`src/design/bis_pkg.sv`:
```
// shared types, constants and widths for the binomial inversion sampler
`default_nettype none
package bis_pkg;

   // default configuration
   localparam int MAX_TRIALS_DEF     = 1024;
   localparam int PROB_FRAC_BITS_DEF = 48;

   // field widths
   localparam int TRIALS_W = 11;
   localparam int THETA_W  = 32;
   localparam int DRAW_W   = 32;

   // datapath widths
   localparam int WORD_W   = 64;
   localparam int PROD_W   = 128;
   localparam int MANT_W   = 51;
   localparam int EXP_W    = 24;
   localparam int RATIO_W  = 52;
   localparam int RATIO_INT_W = 20;
   localparam int DIV_CNT_W = 7;
   localparam int DIV_SHIFT = 12;
   localparam int THETA_SHIFT = 32;

   // mantissa starts at 1.0 * 2^50 with exponent -50
   localparam logic [MANT_W-1:0] MANT_ONE = {1'b1, {(MANT_W-1){1'b0}}};
   localparam int MANT_EXP0 = -(MANT_W - 1);

   // conversion limits for the block-floating to fixed-point step
   localparam int CONV_SHL_MAX = 12;
   localparam int CONV_SHR_MIN = -64;

   // iteration counts of the divider
   localparam logic [DIV_CNT_W-1:0] DIV_ITER_MANT  = DIV_CNT_W'(WORD_W);
   localparam logic [DIV_CNT_W-1:0] DIV_ITER_RATIO = DIV_CNT_W'(RATIO_W);

   localparam logic [RATIO_W-1:0] RATIO_MAX = {RATIO_W{1'b1}};

   // multiplier command
   typedef struct packed {
      logic              start;
      logic [WORD_W-1:0] a;
      logic [WORD_W-1:0] b;
   } mul_cmd_type;

   // divider command
   typedef struct packed {
      logic                 start;
      logic [WORD_W-1:0]    rem0;
      logic [WORD_W-1:0]    dividend;
      logic [WORD_W-1:0]    den;
      logic [DIV_CNT_W-1:0] iters;
   } div_cmd_type;

   // unit status
   typedef struct packed {
      logic busy;
      logic done;
   } unit_sts_type;

endpackage
`default_nettype wire

```
`src/design/bis_mul_unit.sv`:
```
// shared 64x64 multiplier, 16 multiplier bits per cycle
`default_nettype none
module bis_mul_unit (
   input  wire logic                          clock,
   input  wire logic                          reset,
   input  wire bis_pkg::mul_cmd_type          cmd,
   output bis_pkg::unit_sts_type              sts,
   output logic [bis_pkg::PROD_W-1:0]         product
);

   localparam int DIGIT_W = 16;
   localparam int PP_W    = bis_pkg::WORD_W + DIGIT_W;

   logic [bis_pkg::WORD_W-1:0] a_ff, a_in;
   logic [bis_pkg::WORD_W-1:0] b_ff, b_in;
   logic [bis_pkg::PROD_W-1:0] acc_ff, acc_in;
   logic [1:0]                 cnt_ff, cnt_in;
   logic                       busy_ff, busy_in;
   logic                       done_ff, done_in;
   logic [PP_W-1:0]            pp;
   logic [bis_pkg::PROD_W-1:0] pp_shifted;

   // one partial product per cycle, aligned by the digit index
   always_comb begin
      pp         = PP_W'(a_ff) * PP_W'(b_ff[DIGIT_W-1:0]);
      pp_shifted = bis_pkg::PROD_W'(pp) << {cnt_ff, 4'b0000};
   end

   always_comb begin
      a_in    = a_ff;
      b_in    = b_ff;
      acc_in  = acc_ff;
      cnt_in  = cnt_ff;
      busy_in = busy_ff;
      done_in = 1'b0;
      if (cmd.start) begin
         a_in    = cmd.a;
         b_in    = cmd.b;
         acc_in  = '0;
         cnt_in  = '0;
         busy_in = 1'b1;
      end else if (busy_ff) begin
         acc_in = acc_ff + pp_shifted;
         b_in   = b_ff >> DIGIT_W;
         cnt_in = cnt_ff + 2'd1;
         if (cnt_ff == 2'd3) begin
            busy_in = 1'b0;
            done_in = 1'b1;
         end
      end
   end

   // control state
   always_ff @(posedge clock) begin
      if (reset) begin
         busy_ff <= 1'b0;
         done_ff <= 1'b0;
      end else begin
         busy_ff <= busy_in;
         done_ff <= done_in;
      end
   end

   // operands and accumulator
   always_ff @(posedge clock) begin
      a_ff   <= a_in;
      b_ff   <= b_in;
      acc_ff <= acc_in;
      cnt_ff <= cnt_in;
   end

   assign sts.busy = busy_ff;
   assign sts.done = done_ff;
   assign product  = acc_ff;

endmodule
`default_nettype wire

```
`config.mk`:
```
export PLATFORM = sky130hd
export DESIGN_NAME = bis_mul_unit
export DESIGN_NICKNAME = d
export VERILOG_FILES = /design/src/design/bis_pkg.sv /design/src/design/bis_mul_unit.sv
export SDC_FILE = /design/constraint.sdc
export NUM_CORES = 2
export LEC_CHECK = 0
export ABC_AREA = 1
export BUFFER_PORTS_ARGS = -buffer_cell sky130_fd_sc_hd__buf_4
export CORE_UTILIZATION = 59
export DETAILED_ROUTE_END_ITERATION = 6
export PLACE_DENSITY = 0.82
export SLEW_MARGIN = 10
export SYNTH_ARGS = -nofsm -noshare
export SYNTH_HDL_FRONTEND = slang
export SYNTH_SLANG_ARGS = --single-unit
```
`constraint.sdc`:
```
create_clock -name clock -period 8.05 [get_ports clock]
set_input_delay 0.805 -clock clock [delete_from_list [all_inputs] [get_ports clock]]
set_output_delay 0.805 -clock clock [all_outputs]
set_load 0.05 [all_outputs]
```
==> flow_summary.json, run 1 <==
{
  "status": "stopped before the end",
  "haltStage": "global routing",
  "error": "[ERROR GRT-0116] Global routing finished with congestion. Check the congestion regions in the DRC Viewer.",
  "synth_nets": 9165,
  "grt_use_total": 0.767,
  "die_w_um": 307,
  "synthTopCellsByCount": "nand2_1, inv_1, fa_1",
  "cts_buffers": 37,
  "place_inst": 10400,
  "grt_max_degree": 93,
  "synth_top_area_frac": 0.317,
  "place_congestion": 1.18,
  "ys_types": 57,
  "yosysWarnings": 0,
  "start_util": 0.597,
  "grt_overflow": 13,
  "pre_cts_ws_ns": -1.24,
  "synth.most_common_cell": "nand2_1",
  "placed_area_mm2": 0.0680,
  "syn_avg_cell_area_um2": 6.95,
  "synthCells": 7887,
  "port_buffers": 260,
  "cts.sinks": 260,
  "first_global_vias": 76900,
  "async_flop_share": 0,
  "num_rows": 111,
  "fp.dieH_um": 307,
  "grt_pass1_wl_mm": 517,
  "htreeDepth": 2,
  "synth-seq-cells": 260,
  "ys.flop_type": "dfxtp_1",
  "cts-root-buf": "clkbuf_16",
  "yosysTopAreaCell": "fa_1",
  "cts_max_path_buffers": 3,
  "num_io_pins": 261,
  "synth_area_leaders": "fa_1, nand2_1, inv_1, edfxtp_1, ha_1",
  "yosysSeqAreaShare": 0.118,
  "dpl.hpwl_mm": 206,
  "netlist_area_mm2": 0.0548,
  "synth-edff-count": 128
}
metal layers:
metal | GRT overflow | global-route usage
met1 | 0 | 0.762
met2 | 1 | 0.920
met3 | 8 | 0.634
met4 | 3 | 0.741
met5 | 1 | 0.435
cells by family after synthesis:
kind of cell | Yosys count | synth area share
flops | 260 | 0.118
fa+ha+maj | 1147 | 0.381
compound gates | 939 | 0.0947
xor+xnor | 117 | 0.0187
buf+inv | 2134 | 0.146
mux | 1 | 0.000183
simple gates | 3289 | 0.241
stage by stage:
step           hold slack [ns]  setup TNS, ns
3_3_place_gp             0.465         -81.67
4_1_cts                  0.310         -23.57
2_1_floorplan            0.487              0
3_5_place_dp             0.474         -90.24
what timing repair did:
| item | 4_1_cts |
|---|---|
| pin swaps | 226 |
| hold buffers | 0 |
| gates cloned | 7 |
| resized for setup | 1230 |
| setup buffers | 120 |
| setup endpoints to repair | 112 |
==> inputs of run 2 (changes only) <==
- CORE_UTILIZATION: 59 -> 40
- PLACE_DENSITY: 0.82 -> unset
- PLACE_DENSITY_LB_ADDON: unset -> 0.15
- clock period: 8.05 -> 10.5 ns (I/O delays scaled with it)
==> flow_summary.json, run 2 <==
{
  "setup.worst_path.start_class": "register",
  "dieArea_mm2": 0.138,
  "highest_layer": "met5",
  "slew_headroom": 0.272,
  "dpl.hpwl_mm": 194,
  "cts_hold_buffers": 0,
  "tns_ns": 0,
  "yosysSeqAreaShare": 0.118,
  "grt_use_total": 0.337,
  "cts_setup_buffers": 0,
  "syn_avg_cell_area_um2": 6.95,
  "netlist_area_mm2": 0.0548,
  "grt_max_degree": 93,
  "fp.dieH_um": 372,
  "fillers": 14300,
  "skew_ns": 0.0731,
  "hold_viol_final": 0,
  "drc": 0,
  "num_vias": 52500,
  "grt_overflow": 0,
  "largest_reg_flops": 128,
  "multi_input_area_mm2": 0.0403,
  "synth_area_leaders": "fa_1, nand2_1, inv_1, edfxtp_1, ha_1",
  "drv_slew": 0,
  "wl_met2_mm": 106,
  "finalCritPeriodShare": 0.970,
  "cts.sinks": 260,
  "areaGrowthSynthToFinish_pct": 12.9,
  "critPathMaxStageDelay_ns": 0.76,
  "place_congestion": 1.09,
  "hold_class": "reg2reg",
  "fmax_mhz": 98.2,
  "synth_top_area_frac": 0.317,
  "met1_length_mm": 97.2,
  "grt_pass1_wl_mm": 343,
  "core_mm2": 0.136,
  "wirelength_mm": 232,
  "cpMaxStageDelayCell": "edfxtp_1",
  "first_global_vias": 53100,
  "cts_resized": 0,
  "synth-seq-cells": 260,
  "cts_buffers": 40,
  "die_w_um": 372,
  "drt_iter0_drc": 4598,
  "cts-root-buf": "clkbuf_16",
  "path_clk_slew_ns": 0.07,
  "worst_path_most_repeated_cell": "nand2_1",
  "cts_tree": "built",
  "start_util": 0.404,
  "synth_nets": 9165,
  "cts_max_path_buffers": 3,
  "antenna_found_initial": 5,
  "wl_per_cell_um": 23.2,
  "max_cap_viol_count": 0,
  "fin_nets": 9476,
  "yosysTopAreaCell": "fa_1",
  "yosysWarnings": 0,
  "status": "completed",
  "crit_required_ns": 11.04,
  "async_flop_share": 0,
  "worst_pin_slew_ns": 1.09,
  "antenna_left": 0,
  "clock_latency_ns": 0.67,
  "htreeDepth": 2,
  "ys_types": 57,
  "synth-edff-count": 128,
  "met3_length_mm": 16.1,
  "num_io_pins": 261,
  "drive_above_1_share": 0.0942,
  "port_buffers": 260,
  "setup-violations-final": 0,
  "post-route-min-period_ns": 10.18,
  "cp.arrival_ns": 10.72,
  "via_per_inst": 5.24,
  "grt_setup_unrepaired": "no",
  "num_rows": 135,
  "final_common_cell": "nand2_1",
  "crit_type": "reg2reg",
  "first_pass_iters": 6,
  "synth.most_common_cell": "nand2_1",
  "layout_common_cells": "nand2_1, inv_1, fa_1, nor2_1, buf_4",
  "synthTopCellsByCount": "nand2_1, inv_1, fa_1",
  "synthCells": 7887,
  "ys.flop_type": "dfxtp_1",
  "worstPathMaxFanout": 42,
  "setup.worst_path.end_class": "register",
  "seqCellArea_mm2": 0.00649
}
[run 2: area by class of cell]
| cell class | instances | area share |
|---|---|---|
| antenna | 5 | 0.000202 |
| inverter | 1814 | 0.110 |
| clock buffer | 53 | 0.0180 |
| multi-input combinational | 5493 | 0.651 |
| sequential | 260 | 0.105 |
| tap | 1781 | 0.0360 |
| timing repair buffer | 589 | 0.0752 |
| clock inverter | 20 | 0.00457 |
[run 2: metrics by stage]
stage          cells   util  cell area, µm²  hold WS (ns)  worst slack (ns)
5_1_grt        10000  0.456           61900         0.499             0.118
3_3_place_gp    9937  0.446           60500         0.465             0.456
4_1_cts        10000  0.456           61900         0.483             0.522
2_1_floorplan   7887      -           54800         0.487              2.99
3_5_place_dp    9937  0.446           60500         0.473             0.585
6_report       10000  0.456           61900         0.478             0.319
[run 2: layer usage]
layer	vias up	global-route usage
met2	2109	0.542
li1	24200	-
met5	-	0
met4	2	0.164
met1	25700	0.447
met3	457	0.0436
[run 2: path summary, 6_finish.rpt]
check                from           end  slack, ns  cells past startpoint
min          product[123]  product[123]       0.48                      2
min reg2reg  product[123]  product[123]       0.48                      2
max reg2reg       b_ff[3]  product[113]       0.32                     40
max               b_ff[3]  product[113]       0.32                     40
[run 2: logic make-up (layout without fill, tap and decap cells)]
logic type / after synthesis / in the layout / share of synthesized area
fa+ha+maj: 1147 / 1147 / 0.381
mux: 1 / 1 / 0.000183
buf+inv: 2134 / 2476 / 0.146
other cells: 0 / 5 / 0
xor+xnor: 117 / 117 / 0.0187
simple gates: 3289 / 3289 / 0.241
compound gates: 939 / 939 / 0.0947
flops: 260 / 260 / 0.118
[run 2: worst max-delay path: cells and delay by family (launching register included)]
family / cells / cell delay [ns]
flops: 1 / 0.76
xor+xnor: 1 / 0.62
simple gates: 22 / 3.40
compound gates: 2 / 0.46
buf+inv: 7 / 0.77
fa+ha+maj: 8 / 3.95
Power of run 2 is left out: the tool's default activity adds up to more than one toggle a clock period on the data nets, which glitch-free logic cannot reach.
