`config.mk`:
```
export PLATFORM = sky130hd
export DESIGN_NAME = bis_div_unit
export DESIGN_NICKNAME = d
export VERILOG_FILES = /design/src/design/bis_pkg.sv /design/src/design/bis_div_unit.sv
export SDC_FILE = /design/constraint.sdc
export NUM_CORES = 1
export LEC_CHECK = 0
export BUFFER_PORTS_ARGS = -buffer_cell sky130_fd_sc_hd__buf_2
export CAP_MARGIN = 0
export CORE_MARGIN = 3
export CORE_UTILIZATION = 46
export CTS_BUF_LIST = sky130_fd_sc_hd__clkbuf_8 sky130_fd_sc_hd__clkbuf_16
export CTS_CLUSTER_DIAMETER = 150
export DETAILED_ROUTE_END_ITERATION = 10
export PLACE_DENSITY_LB_ADDON = 0.2
export SLEW_MARGIN = 0
export SYNTH_ARGS = -nofsm -noshare
export SYNTH_HDL_FRONTEND = slang
export SYNTH_SLANG_ARGS = --single-unit
```
`constraint.sdc`:
```
create_clock -name clock -period 8.5 [get_ports clock]
set_input_delay 0 -clock clock [delete_from_list [all_inputs] [get_ports clock]]
set_output_delay 0 -clock clock [all_outputs]
set_load 0.01 [all_outputs]
```
`src/design/bis_pkg.sv`:
```
// shared types, constants and widths for the binomial inversion sampler
`default_nettype none
package bis_pkg;

   // default configuration
   localparam int MAX_TRIALS_DEF     = 1024;
   localparam int PROB_FRAC_BITS_DEF = 48;

   // field widths
   localparam int TRIALS_W = 11;
   localparam int THETA_W  = 32;
   localparam int DRAW_W   = 32;

   // datapath widths
   localparam int WORD_W   = 64;
   localparam int PROD_W   = 128;
   localparam int MANT_W   = 51;
   localparam int EXP_W    = 24;
   localparam int RATIO_W  = 52;
   localparam int RATIO_INT_W = 20;
   localparam int DIV_CNT_W = 7;
   localparam int DIV_SHIFT = 12;
   localparam int THETA_SHIFT = 32;

   // mantissa starts at 1.0 * 2^50 with exponent -50
   localparam logic [MANT_W-1:0] MANT_ONE = {1'b1, {(MANT_W-1){1'b0}}};
   localparam int MANT_EXP0 = -(MANT_W - 1);

   // conversion limits for the block-floating to fixed-point step
   localparam int CONV_SHL_MAX = 12;
   localparam int CONV_SHR_MIN = -64;

   // iteration counts of the divider
   localparam logic [DIV_CNT_W-1:0] DIV_ITER_MANT  = DIV_CNT_W'(WORD_W);
   localparam logic [DIV_CNT_W-1:0] DIV_ITER_RATIO = DIV_CNT_W'(RATIO_W);

   localparam logic [RATIO_W-1:0] RATIO_MAX = {RATIO_W{1'b1}};

   // multiplier command
   typedef struct packed {
      logic              start;
      logic [WORD_W-1:0] a;
      logic [WORD_W-1:0] b;
   } mul_cmd_type;

   // divider command
   typedef struct packed {
      logic                 start;
      logic [WORD_W-1:0]    rem0;
      logic [WORD_W-1:0]    dividend;
      logic [WORD_W-1:0]    den;
      logic [DIV_CNT_W-1:0] iters;
   } div_cmd_type;

   // unit status
   typedef struct packed {
      logic busy;
      logic done;
   } unit_sts_type;

endpackage
`default_nettype wire

```
`src/design/bis_div_unit.sv`:
```
// shared restoring divider, one quotient bit per cycle
`default_nettype none
module bis_div_unit (
   input  wire logic                          clock,
   input  wire logic                          reset,
   input  wire bis_pkg::div_cmd_type          cmd,
   output bis_pkg::unit_sts_type              sts,
   output logic [bis_pkg::WORD_W-1:0]         quotient
);

   logic [bis_pkg::WORD_W-1:0]    rem_ff, rem_in;
   logic [bis_pkg::WORD_W-1:0]    dvd_ff, dvd_in;
   logic [bis_pkg::WORD_W-1:0]    den_ff, den_in;
   logic [bis_pkg::WORD_W-1:0]    quo_ff, quo_in;
   logic [bis_pkg::DIV_CNT_W-1:0] cnt_ff, cnt_in;
   logic                          busy_ff, busy_in;
   logic                          done_ff, done_in;
   logic [bis_pkg::WORD_W:0]      trial;
   logic                          fits;

   // shift in the next dividend bit and try a subtract
   always_comb begin
      trial = {rem_ff, dvd_ff[bis_pkg::WORD_W-1]};
      fits  = trial >= {1'b0, den_ff};
   end

   always_comb begin
      rem_in  = rem_ff;
      dvd_in  = dvd_ff;
      den_in  = den_ff;
      quo_in  = quo_ff;
      cnt_in  = cnt_ff;
      busy_in = busy_ff;
      done_in = 1'b0;
      if (cmd.start) begin
         rem_in  = cmd.rem0;
         dvd_in  = cmd.dividend;
         den_in  = cmd.den;
         quo_in  = '0;
         cnt_in  = cmd.iters;
         busy_in = 1'b1;
      end else if (busy_ff) begin
         rem_in = fits ? bis_pkg::WORD_W'(trial - {1'b0, den_ff})
                       : bis_pkg::WORD_W'(trial);
         quo_in = {quo_ff[bis_pkg::WORD_W-2:0], fits};
         dvd_in = dvd_ff << 1;
         cnt_in = cnt_ff - bis_pkg::DIV_CNT_W'(1);
         if (cnt_ff == bis_pkg::DIV_CNT_W'(1)) begin
            busy_in = 1'b0;
            done_in = 1'b1;
         end
      end
   end

   // control state
   always_ff @(posedge clock) begin
      if (reset) begin
         busy_ff <= 1'b0;
         done_ff <= 1'b0;
      end else begin
         busy_ff <= busy_in;
         done_ff <= done_in;
      end
   end

   // datapath
   always_ff @(posedge clock) begin
      rem_ff <= rem_in;
      dvd_ff <= dvd_in;
      den_ff <= den_in;
      quo_ff <= quo_in;
      cnt_ff <= cnt_in;
   end

   assign sts.busy = busy_ff;
   assign sts.done = done_ff;
   assign quotient = quo_ff;

endmodule
`default_nettype wire

```
; ---- Word-level counts from Yosys, hierarchy flattened
; Cells that the tools add are included.
[totals]
output_inout_bits = 66
register_bits = 265
[op_classes]
mux = 11
n_reduce_logical = 2
eq_ne = 1
addsub = 2
n_lt_le_gt_ge = 1
bitwise = 1
[ops]
columns = op, count
row1 = 2-to-1 mux 64 bit, 5
row2 = >= comparator 65 x 64 -> 1 bit, 1
row3 = subtractor 64 bit, 1
row4 = 2-to-1 mux 7 bit, 2
row5 = == test 7 x 1 -> 1 bit (second input constant), 1
row6 = subtractor 7 x 1 -> 7 bit (second input constant), 1
row7 = 2-to-1 mux 1 bit, 4
row8 = OR reduction 3 bit, 1
row9 = nonzero test 2 bit, 1
row10 = NOT 1 bit, 1

; ---- Logic depth before layout (Yosys ltp)
[logic_depth]
ltp_word = 4
ltp_mapped = 15

; ---- Least setup slack after synthesis
; No wires, ideal clock.
[synth_path]
path_type = flip-flop to flip-flop
start = register busy_ff
end = register cnt_ff[0] in the netlist's numbering (enable)
setup_ns = 0.437
path_slack_ns = 5.023
n_path_buf = 3
path_stages_with_launch = 5
required_time_ns = 8.063
arrival_time_ns = 3.040
cell_sequence = dfxtp_1 clkbuf_1 buf_1 buf_1 or2_2
[synth_between]
elab_chain_cells = 1
[synth_lines]
columns = element, line_no
row1 = start: declaration, bis_div_unit.sv:16  ; logic busy_ff, busy_in;
row2 = start signal: assignment, bis_div_unit.sv:61  ; busy_ff <= busy_in;
row3 = nonzero test 2 bit (no line), n/a
row4 = end signal: assignment, bis_div_unit.sv:72  ; cnt_ff <= cnt_in;
row5 = end: declaration, bis_div_unit.sv:15  ; logic [bis_pkg::DIV_CNT_W-1:0] cnt_ff, cnt_in;
; No other way between the ends.
; A chain may end at the register's enable or synchronous reset.

; ---- Final worst setup path
[layout_path]
start = register rem_ff[10] in the netlist's numbering
end = register rem_ff[26] in the netlist's numbering (data pin)
[layout_between]
elab_chain_cells = 4
[layout_lines]
columns = element, line_no
row1 = start: declaration, bis_div_unit.sv:11  ; logic [bis_pkg::WORD_W-1:0] rem_ff, rem_in;
row2 = start signal: assignment, bis_div_unit.sv:68  ; rem_ff <= rem_in;
row3 = subtractor 64 bit / >= comparator 65 x 64 -> 1 bit (equally long branches), "bis_div_unit.sv:43, bis_div_unit.sv:24"
row4 = 2-to-1 mux 64 bit (*), bis_div_unit.sv:43  ; rem_in = fits ? bis_pkg::WORD_W'(trial - {1'b0, den_ff})
row5 = 2-to-1 mux 64 bit (*), bis_div_unit.sv:42  ; end else if (busy_ff) begin
row6 = 2-to-1 mux 64 bit (*), bis_div_unit.sv:35  ; if (cmd.start) begin
row7 = named net rem_in (one bit), bis_div_unit.sv:11
; Mark *: on every way through the listed nets, which the timed path passes. The rest lies on a longest branch. The select of a mux whose other input is x is not followed.

==> out/results.txt <==
Synth Cell Area: 14890 um2
CP endpoint: rem_ff[26]
internal power: 3.331 mW
vias in the first global route: 11860
Startpoint Class: flop
slew margin rel.: 0.2631
FF-to-FF path depth: 11
hold path depth: 1
Avg WL per Cell: 17.39 um
drt initial violations: 712
ys async rst share: 0
row cnt: 65
total setup buffers inserted after CTS: 0
syn nets: 1610
Syn-to-layout area delta: 30.63%
CTS sink cnt: 265
Hold Slack: 0.04776 ns
final hold vios: 0
TritonCTS Buffers: 30
total power: 5.049 mW
drc violations: 0
Clock Latency Late Sink: 0.59 ns
DR vias/cell: 5.305
R2R setup slack: 4.52 ns
CP startpoint: rem_ff[10]
Die Y: 185.9 um
H-Tree Level Count: 1
Yosys cell types: 76
largest net degree at the start of global routing: 173
most frequent cells in the layout: 266 x buf_2, 200 x dlygate4sd3_1, 199 x edfxtp_1
first-pass GRT wire length: 60.71 mm
clock buffer depth: 3
Pwr Density: 259.6 nW/um2
Clk pin slew, worst setup/hold paths: 0.06 ns
hold crit path type: primary input to flop
share of layout cells above drive strength 1: 0.2589
post-CTS sizing: 0
CP Class: flop to flop
Min Clock Period, post-route: 3.980 ns
HPWL Detailed: 25.23 mm
Yosys reg bits: 265
antenna-violating nets left: 0
max-slew violation count: 0
Initial Utilization: 0.4694
Reg2Reg Capture Point: rem_ff[26]
syn_area_per_cell: 11.10 um2
sequential fraction of the synthesis area: 0.4901
NetSw: 1.718 mW
synth warn: 0
Syn Inst Count: 1341
final setup skew: 0.03221 ns
port bufs: 267
via count: 11720
Period Utilization, post-route: 0.4683
Worst VDD drop: 0.1843 mV
top_reg_cell synth: edfxtp_1
Post-synth EDFFs: 199
register share of total power: 0.344
root cell of the clock tree: clkbuf_16
Clk pwr share: 0.248
switching part of the total: 0.3403
Worst Path Required: 8.81 ns
maximum fanout along the worst path: 58
status: finished clean
I/O Pins: 268
final WL: 38.42 mm
Core ar.: 31720 um2
combinational fraction of design power: 0.408
die area: 34560 um2
CTS tree: yes
number of fill cells: 2577
placer's final routability congestion estimate: 0.8771
crit path DAT: 4.29 ns
worst slew pin tran: 1.105 ns
Place WS: 4.478 ns
FMAX: 251.2 MHz
Finish-stage setup viols: 0
DIE WIDTH: 185.9 um
commonest non-fill, non-tap cell in the layout: buf_2
Global Route Usage Sum: 0.2171
max cap viols: 0
Total Neg Setup Slack: 0 ns
Setup WS post-layout: 4.520 ns
unrepaired setup endpoints after global routing: no
Pre-antenna DRT Iters: 6
R2R Path Start: rem_ff[10]
crit end category: flop
Final nets: 2050
grt total ovfl: 0
antenna violations before repair: 4
Leak Pwr: 8.265 nW
-- state kept, by name, indices dropped and copies added (netlist names) --
| register | cells |
|---|---|
| busy_ff | 1 |
| cnt_ff | 7 |
| quotient | 64 |
| done_ff | 1 |
| dvd_ff | 64 |
| den_ff | 64 |
| rem_ff | 64 |
-- synthesized netlist by cell type, types with 21 or more instances --
cell type  instances  share of area
nand2_1           77          0.019
mux2_2           142           0.11
clkbuf_1          34         0.0086
edfxtp_1         199           0.40
inv_1             93          0.023
ha_1              66          0.055
a21oi_1           95          0.032
dfxtp_1           66          0.089
nand4_1           21         0.0088
xor2_1            23          0.014
mux2i_1           69          0.046
nor2_1           106          0.027
a21o_1            25          0.013
o21ai_0           50          0.017
xnor2_1           36          0.021
-- cell families after synthesis --
family	count (synthesis)	share of synthesized area
adders and majority gates	67	0.05681
xor gates and xnor gates	59	0.03471
muxes	214	0.1560
DFF	265	0.4901
and+or+nand+nor	298	0.09588
buffers and inverters	155	0.04336
AOI/OAI and AO/OA	283	0.1231
-- power groups by stage --
stage	Clock (mW)	Sequential [mW]	Combinational, mW
3_5_place_dp	0	1.76	1.96
3_3_place_gp	0	1.75	1.94
6_report	1.25	1.74	2.06
2_1_floorplan	0	1.72	1.57
5_1_grt	1.34	1.76	2.28
4_1_cts	1.29	1.74	2.05
-- how the worst min path moves through the flow --
stage                     startpoint         end  slack [ns]
final                       cmd[199]  den_ff[10]        0.05
after global placement         reset     busy_ff        0.17
after floorplan                reset     busy_ff        0.07
after CTS                   cmd[199]   den_ff[1]        0.05
after global routing        cmd[199]  den_ff[10]        0.09
after detailed placement     cmd[12]   den_ff[5]        0.18
-- layout make-up --
class	count	area (um2)	area share
flip-flops and latches	265	7301	0.3754
clock inverters	25	206.4	0.01061
repair buffers	470	3383	0.1739
multi-input cells	921	6949	0.3573
clock buffers	30	750.7	0.03860
inverters	93	349.1	0.01795
diodes	3	7.507	0.0003860
well taps	402	503.0	0.02586
-- worst max-delay path, stage by stage (launching register included) --
cell,delay [ns]
edfxtp_1,0.40
ha_1,0.41
nand3_1,0.22
nor3_1,0.24
o21ai_1,0.11
a211o_1,0.32
a211oi_2,0.28
o2111ai_1,0.16
a21bo_2,0.30
nand2_4,0.60
mux2_2,0.42
mux2_2,0.27
-- metrics by stage --
stage	instance area, um2	instances	util
6_report	19450	2209	0.6132
3_5_place_dp	16480	1951	0.5197
3_3_place_gp	16480	1951	0.5197
2_1_floorplan	14890	1341	-
4_1_cts	19440	2206	0.6130
5_1_grt	19450	2209	0.6132
-- per-layer routing --
| layer | wire (um) | up-vias | track usage | share of wire |
|---|---|---|---|---|
| met4 | 1173 | 2 | 0.06553 | 0.031 |
| met5 | 7 | - | 0 | 0.00018 |
| met2 | 17880 | 341 | 0.3583 | 0.47 |
| met1 | 17150 | 5485 | 0.2858 | 0.45 |
| li1 | - | 5808 | - | - |
| met3 | 2211 | 82 | 0.05081 | 0.058 |
-- repair_timing --
item,CTS,global route
hold buffers,200,0
setup endpoints to repair,0,0
hold endpoints to repair,201,0
Note: power is estimated with default switching activity, not from simulation.
